===== src/hw/rtl/ffds_pkg.sv =====
`timescale 1ns / 1ps

package ffds_pkg;

  // Cluster count of one entry: ceil(duration / cluster length) fits 14 bits.
  localparam int CLUS_W   = 14;
  localparam int CLUS_MAX = 8389;

  // Cluster lengths are 125 ms times 16, 32, 32 or 64.
  // ceil(x/125) = floor((x+124) * RECIP_125 / 2^32) for x below 2^25.
  localparam logic [24:0] RND_125   = 25'd124;
  localparam logic [25:0] RECIP_125 = 26'd34359739;

  localparam logic [15:0] CAP_RESET = 16'd2400;

  // Configuration register indexes
  localparam logic CFG_CAPACITY = 1'b0;
  localparam logic CFG_KEEP     = 1'b1;

  function automatic logic [2:0] clus_shift(input logic [1:0] mode);
    logic [2:0] sh;
    case (mode)
      2'd0:    sh = 3'd4;
      2'd1:    sh = 3'd5;
      2'd2:    sh = 3'd5;
      default: sh = 3'd6;
    endcase
    return sh;
  endfunction

endpackage


===== src/hw/rtl/ffds_if.sv =====
`timescale 1ns / 1ps

interface ffds_in_if;
  logic        valid;
  logic        ready;
  logic [23:0] track_ms;
  logic [1:0]  mode;
  logic [15:0] album_tag;
  logic        last_entry;

  modport source (output valid, track_ms, mode, album_tag, last_entry, input ready);
  modport sink   (input valid, track_ms, mode, album_tag, last_entry, output ready);
endinterface

interface ffds_out_if;
  logic       valid;
  logic       ready;
  logic [5:0] entry_index;
  logic [3:0] disc;
  logic       list_done;
  logic [3:0] discs_used;
  logic [6:0] unplaced_count;

  modport source (output valid, entry_index, disc, list_done, discs_used, unplaced_count,
                  input ready);
  modport sink   (input valid, entry_index, disc, list_done, discs_used, unplaced_count,
                  output ready);
endinterface


===== src/hw/rtl/ffds_clus.sv =====
`timescale 1ns / 1ps

// Two-stage cluster count: reciprocal multiply by 1/125, then a rounding-up shift, at least one cluster.
module ffds_clus (
  input  logic                        clk,
  input  logic [23:0]                 dur,
  input  logic [1:0]                  mode,
  output logic [ffds_pkg::CLUS_W-1:0] clus
);

  logic [50:0] prod_r;
  logic [1:0]  mode_r;
  logic [18:0] q;
  logic [2:0]  sh;
  logic [19:0] mask;
  logic [19:0] c_wide;
  logic [ffds_pkg::CLUS_W-1:0] clus_nxt;
  logic [ffds_pkg::CLUS_W-1:0] clus_r;

  always_ff @(posedge clk) begin
    prod_r <= 51'(25'(dur) + ffds_pkg::RND_125) * 51'(ffds_pkg::RECIP_125);
    mode_r <= mode;
  end

  always_comb begin
    q        = prod_r[50:32];
    sh       = ffds_pkg::clus_shift(mode_r);
    mask     = (20'd1 << sh) - 20'd1;
    c_wide   = (20'(q) + mask) >> sh;
    clus_nxt = c_wide[ffds_pkg::CLUS_W-1:0];
    if (clus_nxt == '0) clus_nxt = ffds_pkg::CLUS_W'(1);
  end

  always_ff @(posedge clk) begin
    clus_r <= clus_nxt;
  end

  assign clus = clus_r;

endmodule


===== src/hw/rtl/first_fit_disc_splitter.sv =====
`timescale 1ns / 1ps

// Channel   Dir  Handshake      Payload
// in_req    in   valid/ready    track_ms, mode, album_tag, last_entry
// out_res   out  valid/ready    entry_index, disc, list_done, discs_used, unplaced_count
// cfg_*     in   cfg_we only    cfg_index (0 capacity, 1 keep_albums), cfg_wdata
//
// Sequence: one request is taken at a time. Intake steps are latch, the two cluster
//   stages, decide and append. Each placement try of a run starts, then walks the open
//   discs through the disc memory with a read and a compare step per disc, and ends in
//   a write step on a hit or when a disc is opened, or in a fail step; a split retry
//   adds one run memory read and another walk. The emit step passes out the results of
//   a try one after another; a flush ends with one more start step.
// Reset: synchronous, active low. Disc memory entries carry valid bits, so there is
//   no clearing pass; the run memory is only read below the run length.
// Stalls: results leave through an output register; a stalled output holds the
//   sequencer in its emit step. A new request is taken while the last result waits.
module first_fit_disc_splitter #(
  parameter int ENTRY_MAX = 64,
  parameter int DISC_MAX  = 8
) (
  input  logic              clk,
  input  logic              rst_n,
  ffds_in_if.sink           in_req,
  ffds_out_if.source        out_res,
  input  logic              cfg_we,
  input  logic              cfg_index,
  input  logic [15:0]       cfg_wdata
);

  localparam int EW  = $clog2(ENTRY_MAX + 1);             // entry counts
  localparam int AW  = (ENTRY_MAX > 1) ? $clog2(ENTRY_MAX) : 1;
  localparam int DCW = $clog2(DISC_MAX + 1);              // disc counts
  localparam int DW  = (DISC_MAX > 1) ? $clog2(DISC_MAX) : 1;
  localparam int SW  = $clog2(ENTRY_MAX * ffds_pkg::CLUS_MAX + 1);
  localparam int CW  = ((SW > 16) ? SW : 16) + 1;         // compare width
  localparam int KW  = ffds_pkg::CLUS_W;

  localparam logic [3:0] S_IDLE  = 4'd0;
  localparam logic [3:0] S_OVER  = 4'd1;   // list too long: unplaced at once
  localparam logic [3:0] S_C1    = 4'd2;
  localparam logic [3:0] S_C2    = 4'd3;
  localparam logic [3:0] S_DEC   = 4'd4;
  localparam logic [3:0] S_APP   = 4'd5;
  localparam logic [3:0] F_START = 4'd6;
  localparam logic [3:0] F_SCAN  = 4'd7;
  localparam logic [3:0] F_CHK   = 4'd8;
  localparam logic [3:0] F_FAIL  = 4'd9;
  localparam logic [3:0] F_RDC   = 4'd10;
  localparam logic [3:0] F_WR    = 4'd11;
  localparam logic [3:0] F_EMIT  = 4'd12;
  localparam logic [3:0] F_EMITU = 4'd13;

  // ---- configuration
  logic [15:0] cap_r;
  logic        keep_r;

  always_ff @(posedge clk) begin
    if (!rst_n) begin
      cap_r  <= ffds_pkg::CAP_RESET;
      keep_r <= 1'b1;
    end else if (cfg_we) begin
      case (cfg_index)
        ffds_pkg::CFG_CAPACITY: cap_r  <= cfg_wdata;
        ffds_pkg::CFG_KEEP:     keep_r <= cfg_wdata[0];
        default: ;
      endcase
    end
  end

  // ---- request latch (payload)
  logic [23:0] dur_r, dur_nxt;
  logic [1:0]  mode_r, mode_nxt;
  logic [15:0] album_r, album_nxt;
  logic        last_r, last_nxt;

  logic [KW-1:0] clus;

  ffds_clus u_clus (
    .clk  (clk),
    .dur  (dur_r),
    .mode (mode_r),
    .clus (clus)
  );

  // ---- control state
  logic [3:0]     state_r, state_nxt;
  logic [EW-1:0]  run_len_r, run_len_nxt;
  logic [15:0]    run_album_r, run_album_nxt;
  logic [AW-1:0]  run_first_r, run_first_nxt;
  logic [SW-1:0]  rem_sum_r, rem_sum_nxt;     // clusters not yet placed in run
  logic [DCW-1:0] disc_open_r, disc_open_nxt;
  logic           gave_up_r, gave_up_nxt;
  logic [EW-1:0]  seen_r, seen_nxt;
  logic [6:0]     unpl_r, unpl_nxt;
  logic [EW-1:0]  pos_r, pos_nxt;
  logic [SW-1:0]  try_sum_r, try_sum_nxt;
  logic [EW-1:0]  try_cnt_r, try_cnt_nxt;     // doubles as emit countdown
  logic           single_r, single_nxt;
  logic [DCW-1:0] d_r, d_nxt;
  logic [DW-1:0]  t_r, t_nxt;
  logic [15:0]    cur_fill_r, cur_fill_nxt;
  logic [EW-1:0]  cur_ent_r, cur_ent_nxt;
  logic           phase_b_r, phase_b_nxt;     // 1: flush after the append
  logic [DISC_MAX-1:0] disc_vld_r;

  // ---- memories
  logic [KW-1:0]    run_mem [ENTRY_MAX];
  logic [KW-1:0]    rd_run_r;
  logic             run_we;
  logic [16+EW-1:0] disc_mem [DISC_MAX];
  logic [16+EW-1:0] rd_disc_r;
  logic             rd_vld_r;
  logic             disc_we;
  logic [15:0]      new_fill;
  logic [EW-1:0]    new_ent;

  // Accesses never overlap on one entry: a disc write is followed by at least
  // an emit and a start step before the next disc read, and a run entry is
  // read only after its append.
  always_ff @(posedge clk) begin
    if (run_we) run_mem[run_len_r[AW-1:0]] <= clus;
    rd_run_r <= run_mem[pos_r[AW-1:0]];
  end

  always_ff @(posedge clk) begin
    if (disc_we) disc_mem[t_r] <= {new_fill, new_ent};
    rd_disc_r <= disc_mem[d_r[DW-1:0]];
    rd_vld_r  <= disc_vld_r[d_r[DW-1:0]];
  end

  assign new_fill = 16'(cur_fill_r + try_sum_r);
  assign new_ent  = cur_ent_r + try_cnt_r;

  // ---- compare logic
  logic [15:0]   rd_fill;
  logic [EW-1:0] rd_ent;
  logic          fits, lone_ok, new_ok, may_run;

  assign rd_fill = rd_vld_r ? rd_disc_r[16+EW-1:EW] : 16'd0;
  assign rd_ent  = rd_vld_r ? rd_disc_r[EW-1:0] : '0;
  assign fits    = (CW'(rd_fill) + CW'(try_sum_r) <= CW'(cap_r)) &&
                   ((EW+1)'(rd_ent) + (EW+1)'(try_cnt_r) <= (EW+1)'(ENTRY_MAX));
  assign lone_ok = (rd_ent == '0) && (try_cnt_r == EW'(1));
  assign new_ok  = (disc_open_r < DCW'(DISC_MAX)) &&
                   ((CW'(try_sum_r) <= CW'(cap_r)) || (try_cnt_r == EW'(1)));
  assign may_run = keep_r && (album_r != 16'd0);

  // ---- result formatting
  logic          out_free, emit, emit_unpl, emit_done;
  logic [5:0]    emit_idx;
  logic [3:0]    emit_disc;
  logic [6:0]    unpl_inc;
  logic [6:0]    unpl_emit;                   // count including this result
  logic [AW-1:0] run_idx;
  logic [AW+5:0] idx_ext;
  logic [DW+3:0] t_ext;
  logic [DCW+3:0] open_ext;
  logic [AW+5:0] over_ext;
  logic          run_final;
  logic          clear_list;

  assign out_free  = !out_res.valid || out_res.ready;
  assign unpl_inc  = (unpl_r == 7'd127) ? unpl_r : unpl_r + 7'd1;
  assign unpl_emit = emit_unpl ? unpl_inc : unpl_r;
  assign run_idx   = run_first_r + pos_r[AW-1:0];
  assign idx_ext   = {6'd0, run_idx};
  assign over_ext  = {6'd0, AW'(ENTRY_MAX - 1)};
  assign t_ext     = {4'd0, t_r};
  assign open_ext  = {4'd0, disc_open_r};
  assign run_final = last_r && phase_b_r && ((pos_r + EW'(1)) == run_len_r);

  assign in_req.ready = (state_r == S_IDLE);

  always_comb begin
    state_nxt     = state_r;
    dur_nxt       = dur_r;
    mode_nxt      = mode_r;
    album_nxt     = album_r;
    last_nxt      = last_r;
    run_len_nxt   = run_len_r;
    run_album_nxt = run_album_r;
    run_first_nxt = run_first_r;
    rem_sum_nxt   = rem_sum_r;
    disc_open_nxt = disc_open_r;
    gave_up_nxt   = gave_up_r;
    seen_nxt      = seen_r;
    unpl_nxt      = unpl_r;
    pos_nxt       = pos_r;
    try_sum_nxt   = try_sum_r;
    try_cnt_nxt   = try_cnt_r;
    single_nxt    = single_r;
    d_nxt         = d_r;
    t_nxt         = t_r;
    cur_fill_nxt  = cur_fill_r;
    cur_ent_nxt   = cur_ent_r;
    phase_b_nxt   = phase_b_r;
    run_we        = 1'b0;
    disc_we       = 1'b0;
    emit          = 1'b0;
    emit_unpl     = 1'b0;
    emit_done     = 1'b0;
    emit_idx      = idx_ext[5:0];
    emit_disc     = t_ext[3:0];
    clear_list    = 1'b0;

    case (state_r)
      S_IDLE: begin
        if (in_req.valid) begin
          dur_nxt   = in_req.track_ms;
          mode_nxt  = in_req.mode;
          album_nxt = in_req.album_tag;
          last_nxt  = in_req.last_entry;
          state_nxt = (seen_r >= EW'(ENTRY_MAX)) ? S_OVER : S_C1;
        end
      end
      S_OVER: begin
        if (out_free) begin
          emit       = 1'b1;
          emit_unpl  = 1'b1;
          emit_idx   = over_ext[5:0];
          emit_disc  = 4'(DISC_MAX);
          emit_done  = last_r;
          clear_list = last_r;
          state_nxt  = S_IDLE;
        end
      end
      S_C1: state_nxt = S_C2;
      S_C2: state_nxt = S_DEC;
      S_DEC: begin
        if (may_run && (run_len_r != '0) && (album_r == run_album_r)) begin
          state_nxt = S_APP;
        end else begin
          phase_b_nxt = 1'b0;
          pos_nxt     = '0;
          state_nxt   = F_START;
        end
      end
      S_APP: begin
        if (run_len_r == '0) run_first_nxt = seen_r[AW-1:0];
        run_we        = 1'b1;
        run_len_nxt   = run_len_r + EW'(1);
        rem_sum_nxt   = rem_sum_r + SW'(clus);
        run_album_nxt = may_run ? album_r : 16'd0;
        seen_nxt      = seen_r + EW'(1);
        if (last_r || ((seen_r + EW'(1)) == EW'(ENTRY_MAX)) || !may_run) begin
          phase_b_nxt = 1'b1;
          pos_nxt     = '0;
          state_nxt   = F_START;
        end else begin
          state_nxt = S_IDLE;
        end
      end
      F_START: begin
        if (pos_r == run_len_r) begin
          run_len_nxt   = '0;
          run_album_nxt = 16'd0;
          rem_sum_nxt   = '0;
          if (!phase_b_r) begin
            state_nxt = S_APP;
          end else begin
            clear_list = last_r;
            state_nxt  = S_IDLE;
          end
        end else if (gave_up_r) begin
          state_nxt = F_EMITU;
        end else begin
          try_sum_nxt = rem_sum_r;
          try_cnt_nxt = run_len_r - pos_r;
          single_nxt  = 1'b0;
          d_nxt       = '0;
          state_nxt   = F_SCAN;
        end
      end
      F_SCAN: begin
        if (d_r < disc_open_r) begin
          state_nxt = F_CHK;
        end else if (new_ok) begin
          t_nxt         = disc_open_r[DW-1:0];
          cur_fill_nxt  = 16'd0;
          cur_ent_nxt   = '0;
          disc_open_nxt = disc_open_r + DCW'(1);
          state_nxt     = F_WR;
        end else begin
          state_nxt = F_FAIL;
        end
      end
      F_CHK: begin
        if (fits || lone_ok) begin
          t_nxt        = d_r[DW-1:0];
          cur_fill_nxt = rd_fill;
          cur_ent_nxt  = rd_ent;
          state_nxt    = F_WR;
        end else begin
          d_nxt     = d_r + DCW'(1);
          state_nxt = F_SCAN;
        end
      end
      F_FAIL: begin
        // split: retry the first unplaced entry of the run alone
        if (!single_r && (try_cnt_r > EW'(1))) begin
          state_nxt = F_RDC;
        end else begin
          gave_up_nxt = 1'b1;
          state_nxt   = F_START;
        end
      end
      F_RDC: begin
        try_sum_nxt = SW'(rd_run_r);
        try_cnt_nxt = EW'(1);
        single_nxt  = 1'b1;
        d_nxt       = '0;
        state_nxt   = F_SCAN;
      end
      F_WR: begin
        disc_we     = 1'b1;
        rem_sum_nxt = rem_sum_r - try_sum_r;
        state_nxt   = F_EMIT;
      end
      F_EMIT: begin
        if (out_free) begin
          emit      = 1'b1;
          emit_done = run_final;
          pos_nxt   = pos_r + EW'(1);
          if (try_cnt_r == EW'(1)) state_nxt = F_START;
          else                     try_cnt_nxt = try_cnt_r - EW'(1);
        end
      end
      F_EMITU: begin
        if (out_free) begin
          emit      = 1'b1;
          emit_unpl = 1'b1;
          emit_disc = 4'(DISC_MAX);
          emit_done = run_final;
          pos_nxt   = pos_r + EW'(1);
          state_nxt = F_START;
        end
      end
      default: state_nxt = S_IDLE;
    endcase

    if (emit_unpl) unpl_nxt = unpl_inc;

    if (clear_list) begin
      run_len_nxt   = '0;
      run_album_nxt = 16'd0;
      run_first_nxt = '0;
      rem_sum_nxt   = '0;
      disc_open_nxt = DCW'(1);
      gave_up_nxt   = 1'b0;
      seen_nxt      = '0;
      unpl_nxt      = 7'd0;
      pos_nxt       = '0;
    end
  end

  always_ff @(posedge clk) begin
    if (!rst_n) begin
      state_r     <= S_IDLE;
      run_len_r   <= '0;
      run_album_r <= 16'd0;
      run_first_r <= '0;
      rem_sum_r   <= '0;
      disc_open_r <= DCW'(1);
      gave_up_r   <= 1'b0;
      seen_r      <= '0;
      unpl_r      <= 7'd0;
      pos_r       <= '0;
      single_r    <= 1'b0;
      phase_b_r   <= 1'b0;
      disc_vld_r  <= '0;
    end else begin
      state_r     <= state_nxt;
      run_len_r   <= run_len_nxt;
      run_album_r <= run_album_nxt;
      run_first_r <= run_first_nxt;
      rem_sum_r   <= rem_sum_nxt;
      disc_open_r <= disc_open_nxt;
      gave_up_r   <= gave_up_nxt;
      seen_r      <= seen_nxt;
      unpl_r      <= unpl_nxt;
      pos_r       <= pos_nxt;
      single_r    <= single_nxt;
      phase_b_r   <= phase_b_nxt;
      if (clear_list)   disc_vld_r     <= '0;
      else if (disc_we) disc_vld_r[t_r] <= 1'b1;
    end
  end

  always_ff @(posedge clk) begin
    dur_r      <= dur_nxt;
    mode_r     <= mode_nxt;
    album_r    <= album_nxt;
    last_r     <= last_nxt;
    try_sum_r  <= try_sum_nxt;
    try_cnt_r  <= try_cnt_nxt;
    d_r        <= d_nxt;
    t_r        <= t_nxt;
    cur_fill_r <= cur_fill_nxt;
    cur_ent_r  <= cur_ent_nxt;
  end

  // ---- output register
  logic       out_valid_r;
  logic [5:0] out_idx_r;
  logic [3:0] out_disc_r;
  logic       out_done_r;
  logic [3:0] out_used_r;
  logic [6:0] out_unpl_r;

  always_ff @(posedge clk) begin
    if (!rst_n) begin
      out_valid_r <= 1'b0;
    end else if (emit) begin
      out_valid_r <= 1'b1;
    end else if (out_res.ready) begin
      out_valid_r <= 1'b0;
    end
  end

  always_ff @(posedge clk) begin
    if (emit) begin
      out_idx_r  <= emit_idx;
      out_disc_r <= emit_disc;
      out_done_r <= emit_done;
      out_used_r <= open_ext[3:0];
      out_unpl_r <= emit_done ? unpl_emit : 7'd0;
    end
  end

  assign out_res.valid          = out_valid_r;
  assign out_res.entry_index    = out_idx_r;
  assign out_res.disc           = out_disc_r;
  assign out_res.list_done      = out_done_r;
  assign out_res.discs_used     = out_used_r;
  assign out_res.unplaced_count = out_unpl_r;

endmodule


===== src/flat_wrapper.sv =====
// flat-port wrapper written by rule: the top's interface ports become plain ports
module first_fit_disc_splitter_flat 
#(
  parameter int ENTRY_MAX = 64,
  parameter int DISC_MAX  = 8
)
  (clk, rst_n, cfg_we, cfg_index, cfg_wdata, in_req_valid, in_req_track_ms, in_req_mode, in_req_album_tag, in_req_last_entry, in_req_ready, out_res_valid, out_res_entry_index, out_res_disc, out_res_list_done, out_res_discs_used, out_res_unplaced_count, out_res_ready);
  ffds_in_if in_req_i ();
  ffds_out_if out_res_i ();
  input  logic clk;
  input  logic rst_n;
  input  logic cfg_we;
  input  logic cfg_index;
  input  logic [15:0] cfg_wdata;
  input wire logic [$bits(in_req_i.valid)-1:0] in_req_valid;
  input wire logic [$bits(in_req_i.track_ms)-1:0] in_req_track_ms;
  input wire logic [$bits(in_req_i.mode)-1:0] in_req_mode;
  input wire logic [$bits(in_req_i.album_tag)-1:0] in_req_album_tag;
  input wire logic [$bits(in_req_i.last_entry)-1:0] in_req_last_entry;
  output wire logic [$bits(in_req_i.ready)-1:0] in_req_ready;
  output wire logic [$bits(out_res_i.valid)-1:0] out_res_valid;
  output wire logic [$bits(out_res_i.entry_index)-1:0] out_res_entry_index;
  output wire logic [$bits(out_res_i.disc)-1:0] out_res_disc;
  output wire logic [$bits(out_res_i.list_done)-1:0] out_res_list_done;
  output wire logic [$bits(out_res_i.discs_used)-1:0] out_res_discs_used;
  output wire logic [$bits(out_res_i.unplaced_count)-1:0] out_res_unplaced_count;
  input wire logic [$bits(out_res_i.ready)-1:0] out_res_ready;
  assign in_req_i.valid = in_req_valid;
  assign in_req_i.track_ms = in_req_track_ms;
  assign in_req_i.mode = in_req_mode;
  assign in_req_i.album_tag = in_req_album_tag;
  assign in_req_i.last_entry = in_req_last_entry;
  assign in_req_ready = in_req_i.ready;
  assign out_res_valid = out_res_i.valid;
  assign out_res_entry_index = out_res_i.entry_index;
  assign out_res_disc = out_res_i.disc;
  assign out_res_list_done = out_res_i.list_done;
  assign out_res_discs_used = out_res_i.discs_used;
  assign out_res_unplaced_count = out_res_i.unplaced_count;
  assign out_res_i.ready = out_res_ready;
  first_fit_disc_splitter #(.ENTRY_MAX(ENTRY_MAX), .DISC_MAX(DISC_MAX)) u_core (.clk(clk), .rst_n(rst_n), .in_req(in_req_i), .out_res(out_res_i), .cfg_we(cfg_we), .cfg_index(cfg_index), .cfg_wdata(cfg_wdata));
endmodule

===== config.mk =====
export PLATFORM = sky130hd
export DESIGN_NAME = first_fit_disc_splitter_flat
export DESIGN_NICKNAME = d
export VERILOG_FILES = /design/src/hw/rtl/ffds_pkg.sv /design/src/hw/rtl/ffds_if.sv /design/src/hw/rtl/ffds_clus.sv /design/src/hw/rtl/first_fit_disc_splitter.sv /design/src/flat_wrapper.sv
export SDC_FILE = /design/constraint.sdc
export NUM_CORES = 2
export LEC_CHECK = 0
export BUFFER_PORTS_ARGS = -buffer_cell sky130_fd_sc_hd__clkbuf_2
export CAP_MARGIN = 10
export CORE_MARGIN = 2
export CORE_UTILIZATION = 30
export DETAILED_ROUTE_END_ITERATION = 12
export HOLD_SLACK_MARGIN = 0.06
export PLACE_DENSITY = 0.48
export SYNTH_ARGS = -nofsm -noshare
export SYNTH_HDL_FRONTEND = slang
export SYNTH_SLANG_ARGS = --single-unit

===== constraint.sdc =====
create_clock -name clk -period 16.4 [get_ports clk]
set_clock_uncertainty 0.2 [all_clocks]
set_input_delay 3.28 -clock clk [delete_from_list [all_inputs] [get_ports clk]]
set_output_delay 3.28 -clock clk [all_outputs]
set_load 0.01 [all_outputs]

# Word level (Yosys, flattened, before mapping)
# Memories as Yosys holds them, arrays and structs flattened. A register that Yosys moved wholly into a read port is not among the register bits.
# Cells that the tools add are included.
# W data, S select, Z words.
# classes
bitwise,5
addsub,18
shifts,2
order_cmp,10
eq_ne,37
mul,1
n_reduce_logical,54
muxes,87
# op_table
op,count
$mux W7,14
$mux W16,6
$pmux W16 S2,2
$mux W20,3
$pmux W20 S3,1
$mux W4,14
$pmux W4 S14,1
$mul A51 B26 Y51 const B,1
$pmux W7 S3,2
$pmux W20 S2,1
$add A7 B1 Y7 const B,4
$pmux W7 S2,2
$add A24 B7 Y25 const B,1
$eq A4 B4 Y1 const B,6
$add A16 B20 Y21,1
$le A21 B16 Y1,1
$mux W1,21
$add A19 B20 Y20,1
$add A20 B14 Y20,1
$le A20 B16 Y1,1
$shl A1 B3 Y20 const A,1
$shr A20 B3 Y14,1
$sub A20 B1 Y20 const B,1
$sub A20 B20 Y20,1
53 further kinds,126
# totals
memories,2
input_bits,65
mem_bits_rw,1080
out_inout_bits,24
regBits,297
elab_cells,252
# memory_table
name,words,word_bits,rd,rd_clocked_by_memory_dff,write_ports,line,source
u_core.run_mem,64,14,1,1,1,first_fit_disc_splitter.sv:108,logic [KW-1:0] run_mem [ENTRY_MAX];
u_core.disc_mem,8,23,1,1,1,first_fit_disc_splitter.sv:111,logic [16+EW-1:0] disc_mem [DISC_MAX];

# Logic depth before layout (Yosys ltp)
# logic_depth
depth_word,8
ltp_mapped,33
ltp_nobuf,32

# Hierarchy
# Synthesis repeated with hierarchy kept, for this count alone.
# unflattened
hier_cells,4530
area_unflattened_um2,68366.8
# modules_own_cells
mod,area_each_um2,cells_per_inst,n_inst,seq_area_each_um2
first_fit_disc_splitter,55811.0,3158,1,38997.4
ffds_clus,12555.8,1372,1,700.7

# Least setup slack after synthesis
# No wires, ideal clock.
# synth_path
path_type,reg-to-reg
start,reg u_core.dur_r[2]
end,reg u_core.u_clus.prod_r[49]
path_buffers,1
t_required_ns,16.074
path_slack_ns,8.217
arrival_time_ns,7.857
synth_period_minus_slack_ns,8.183
stages_incl_launch_ff,31
setup_ns,0.126
path_cell_list,edfxtp_1 inv_1 ha_1 a21oi_1 nand2_1 nor3_1 nand3_1 xnor2_1 inv_1 fa_1 fa_1 inv_1 fa_1 fa_1 fa_1 inv_1 fa_1 inv_1 fa_1 ha_1 nand4_1 or2_2 nor3_1 o311ai_0 a41o_1 a21o_1 and3_1 clkbuf_1 nor4_1 o2111a_1 a211oi_1
# synth_between
elab_chain_len,2
# synth_lines
item,line,source
"start, declared",first_fit_disc_splitter.sv:72,"logic [23:0] dur_r, dur_nxt;"
"start signal, assigned",first_fit_disc_splitter.sv:391,dur_r <= dur_nxt;
$add A24 B7 Y25,ffds_clus.sv:21,prod_r <= 51'(25'(dur) + ffds_pkg::RND_125) * 51'(ffds_pkg::RECIP_125);
$mul A51 B26 Y51,ffds_clus.sv:21,
"end signal, assigned",ffds_clus.sv:21,
"end, declared",ffds_clus.sv:11,logic [50:0] prod_r;
# No other way between the ends.
# A chain may end at the register's enable or synchronous reset.

# Final worst setup path
# Ends and elaborated chain as after synthesis.

==> results.json <==
{
  "reg2regPathDepth": 29,
  "grt_usage_pct": 14.89,
  "synth_top_area_share_pct": 53.53,
  "ys_ff_latch": 1382,
  "grt_setup_unrepaired": "no",
  "crit_arrival_ns": 9.93,
  "cts_resized": 0,
  "worst_ir_drop_vdd_mv": 0.2713,
  "ant_nets": 0,
  "clockBufferDepth": 3,
  "dpl_worst_slack_ns": 6.963,
  "startpoint": "u_core.dur_r[2]",
  "yosysSeqAreaShare_pct": 58.87,
  "grt_max_degree": 71,
  "die-area_mm2": 0.2286,
  "synth_common_cells": "1202 x edfxtp_1, 420 x inv_1, 396 x ha_1",
  "boundaryPins": 89,
  "leakage_nw": 27.51,
  "synth_edf_count": 1202,
  "finalSetupViolCount": 0,
  "yosys_warnings": 0,
  "fp.dieW_um": 478.1,
  "hold-path-cell-count": 0,
  "final_cells": 7707,
  "syn_area_per_cell_um2": 15.34,
  "cts_max_level": 4,
  "endpoint_kind": "flop",
  "whs_ns": 0.1383,
  "startpoint_type": "flop",
  "worstReg2RegStart": "u_core.dur_r[2]",
  "drive_gt1_share_pct": 18.15,
  "synth.distinct_cells": 78,
  "grt_pass1_wl_mm": 256.8,
  "gp_congestion": 0.8303,
  "tns_ns": 0,
  "start_util_pct": 30.07,
  "multiInputGateArea_mm2": 0.02573,
  "drt_wl_total_mm": 169.4,
  "path_max_fanout": 7,
  "drv_cap": 0,
  "cts_made_buffers": 156,
  "crit_path_frequent_cell": "fa_1",
  "hold_buffers": 0,
  "syn_to_final_growth_pct": 14.14,
  "overflow": 0,
  "vias": 36571,
  "critPathKind": "flop to flop",
  "grt_pass1_vias": 38307,
  "synth_nets": 5060,
  "dieHeight_um": 478.1,
  "dr.pass1.iters": 5,
  "post-place-cells": 7427,
  "max_freq_ghz": 0.1059,
  "netlist_instances": 4395,
  "yosysTopAreaCell": "edfxtp_1",
  "fin_ws_ns": 6.961,
  "clock_latency_ns": 0.82,
  "cts_tree": "done",
  "status": "finished clean",
  "relSlewSlack_pct": 26.09,
  "yosysMostFrequentCell": "edfxtp_1",
  "hpwlAfterDp_mm": 116.3,
  "ys_async_sr_fraction_pct": 0,
  "grt_antenna_before_repair": 3,
  "period_minus_slack_ns": 9.439,
  "powerDensity_mw_per_mm2": 183.4,
  "nets": 5258,
  "slew_violations": 0,
  "ff_latch_area_mm2": 0.03972,
  "fill_cells": 21648,
  "clockRootBuffer": "clkbuf_16",
  "netlist_area_mm2": 0.06743,
  "finalCritPeriodShare_pct": 57.55,
  "yosys-top-cells-area": "edfxtp_1 54%, mux4_2 11%, ha_1 7.3%, fa_1 6.1%, dfxtp_1 5.3%",
  "viasPerCell": 4.745,
  "post_cts.repair.setup_buffers": 0,
  "required_ns": 16.90,
  "cts_sinks": 1382,
  "hold_viol": 0,
  "slowest_stage": "xnor2_1",
  "drt-initial-drc-count": 2779,
  "core_area_mm2": 0.2242,
  "drc": 0,
  "worstHoldStart": "u_core.mode_r[0]",
  "path_clk_slew_ns": 0.05,
  "tightest_slew_ns": 1.106,
  "hold_path_class": "flop to flop",
  "rows": 174,
  "cp_slowest_stage_delay_ns": 0.65,
  "port_buffers": 88,
  "routedWlPerCell_um": 21.98,
  "synth_ff_type": "edfxtp_1",
  "diodes": 0
}
cell type report:
| cell class | instances | share of cell area [%] |
|---|---|---|
| Sequential cell | 1382 | 51.61 |
| Multi-Input combinational cell | 2442 | 33.43 |
| Clock buffer | 211 | 5.570 |
| Tap cell | 2992 | 4.864 |
| Inverter | 423 | 2.066 |
| Timing Repair Buffer | 188 | 1.548 |
| Clock inverter | 69 | 0.9120 |
state kept, by name, summed over array words and instances (netlist names), 8 cells and up:
name	flops
u_core.album_r	16
u_core.cap_r	16
u_core.cur_fill_r	16
u_core.disc_mem	184
u_core.disc_vld_r	8
u_core.dur_r	24
u_core.rd_disc_r	23
u_core.rd_run_r	14
u_core.rem_sum_r	20
u_core.run_album_r	16
u_core.run_mem	896
u_core.try_sum_r	20
u_core.u_clus.clus	14
u_core.u_clus.prod_r	19
path summary, 6_finish.rpt:
| path | slack [ns] | endpoint |
|---|---|---|
| max | 6.96 | u_core.u_clus.prod_r[49] |
| min | 0.14 | u_core.u_clus.mode_r[0] |
| max reg2reg | 6.96 | u_core.u_clus.prod_r[49] |
| min reg2reg | 0.14 | u_core.u_clus.mode_r[0] |
cell families (layout without fill, tap and decap cells):
family	after synthesis	in the layout	share of synthesized area (%)
xor+xnor	169	169	2.195
simple gates	829	829	5.817
fa+ha+maj	600	600	13.40
flops	1382	1382	58.87
buf+inv	571	891	3.182
compound gates	460	460	4.429
mux	384	384	12.10
stage by stage:
step	util [%]	total power, mW	cell area, um2
finish	34.32	14.12	76960
global route	34.32	15.44	76960
CTS	34.32	14.34	76960
detailed placement	32.10	10.80	71980
global placement	32.10	10.78	71980
floorplan	-	8.957	67430
report_power, final:
part | switching (mW) | total [mW] | internal [mW]
combinational | 3.83 | 6.35 | 2.53
sequential | 0.0900 | 4.34 | 4.25
clock | 1.44 | 3.42 | 1.98
layer usage:
metal  global-route usage (%)  up-vias  routed length, um
li1                         -    16866                  -
met2                    24.13      578              80430
met5                        0        -                 13
met4                    3.275        2               3041
met1                    21.13    18917              80090
met3                    2.193      208               5801
worst max-delay path, delay by kind of cell, from the launching register on:
family / cells / cell delay, ns
and+or+nand+nor: 8 / 2.28
DFF: 1 / 0.44
buffers and inverters: 5 / 0.54
xor gates and xnor gates: 1 / 0.65
AOI/OAI and AO/OA: 6 / 1.30
adders and majority gates: 9 / 3.93
layout by cell type (no fill, tap or decap), types with 24 or more instances in the layout:
cell type  netlist  layout
clkbuf_16        0     161
dfxtp_1        180     163
nand4_1         25      25
nor2_2           0      32
and2_1          61      60
nand3_1         64      64
xnor2_1         98      98
ha_1           396     396
nor2_1         264     232
a21o_1          48      48
o21ai_0         90      89
a22oi_1         24      24
clkbuf_2         1      88
edfxtp_1      1202    1202
a21oi_1        131     131
clkbuf_1       102      43
mux2_2          25      25
nor3_1          54      47
inv_1          420     420
mux4_2         342     342
nor2b_1         31      31
buf_4            0     100
nand2_1        211     211
xor2_1          71      71
fa_1           204     204
(Power assumes the default switching activity.)
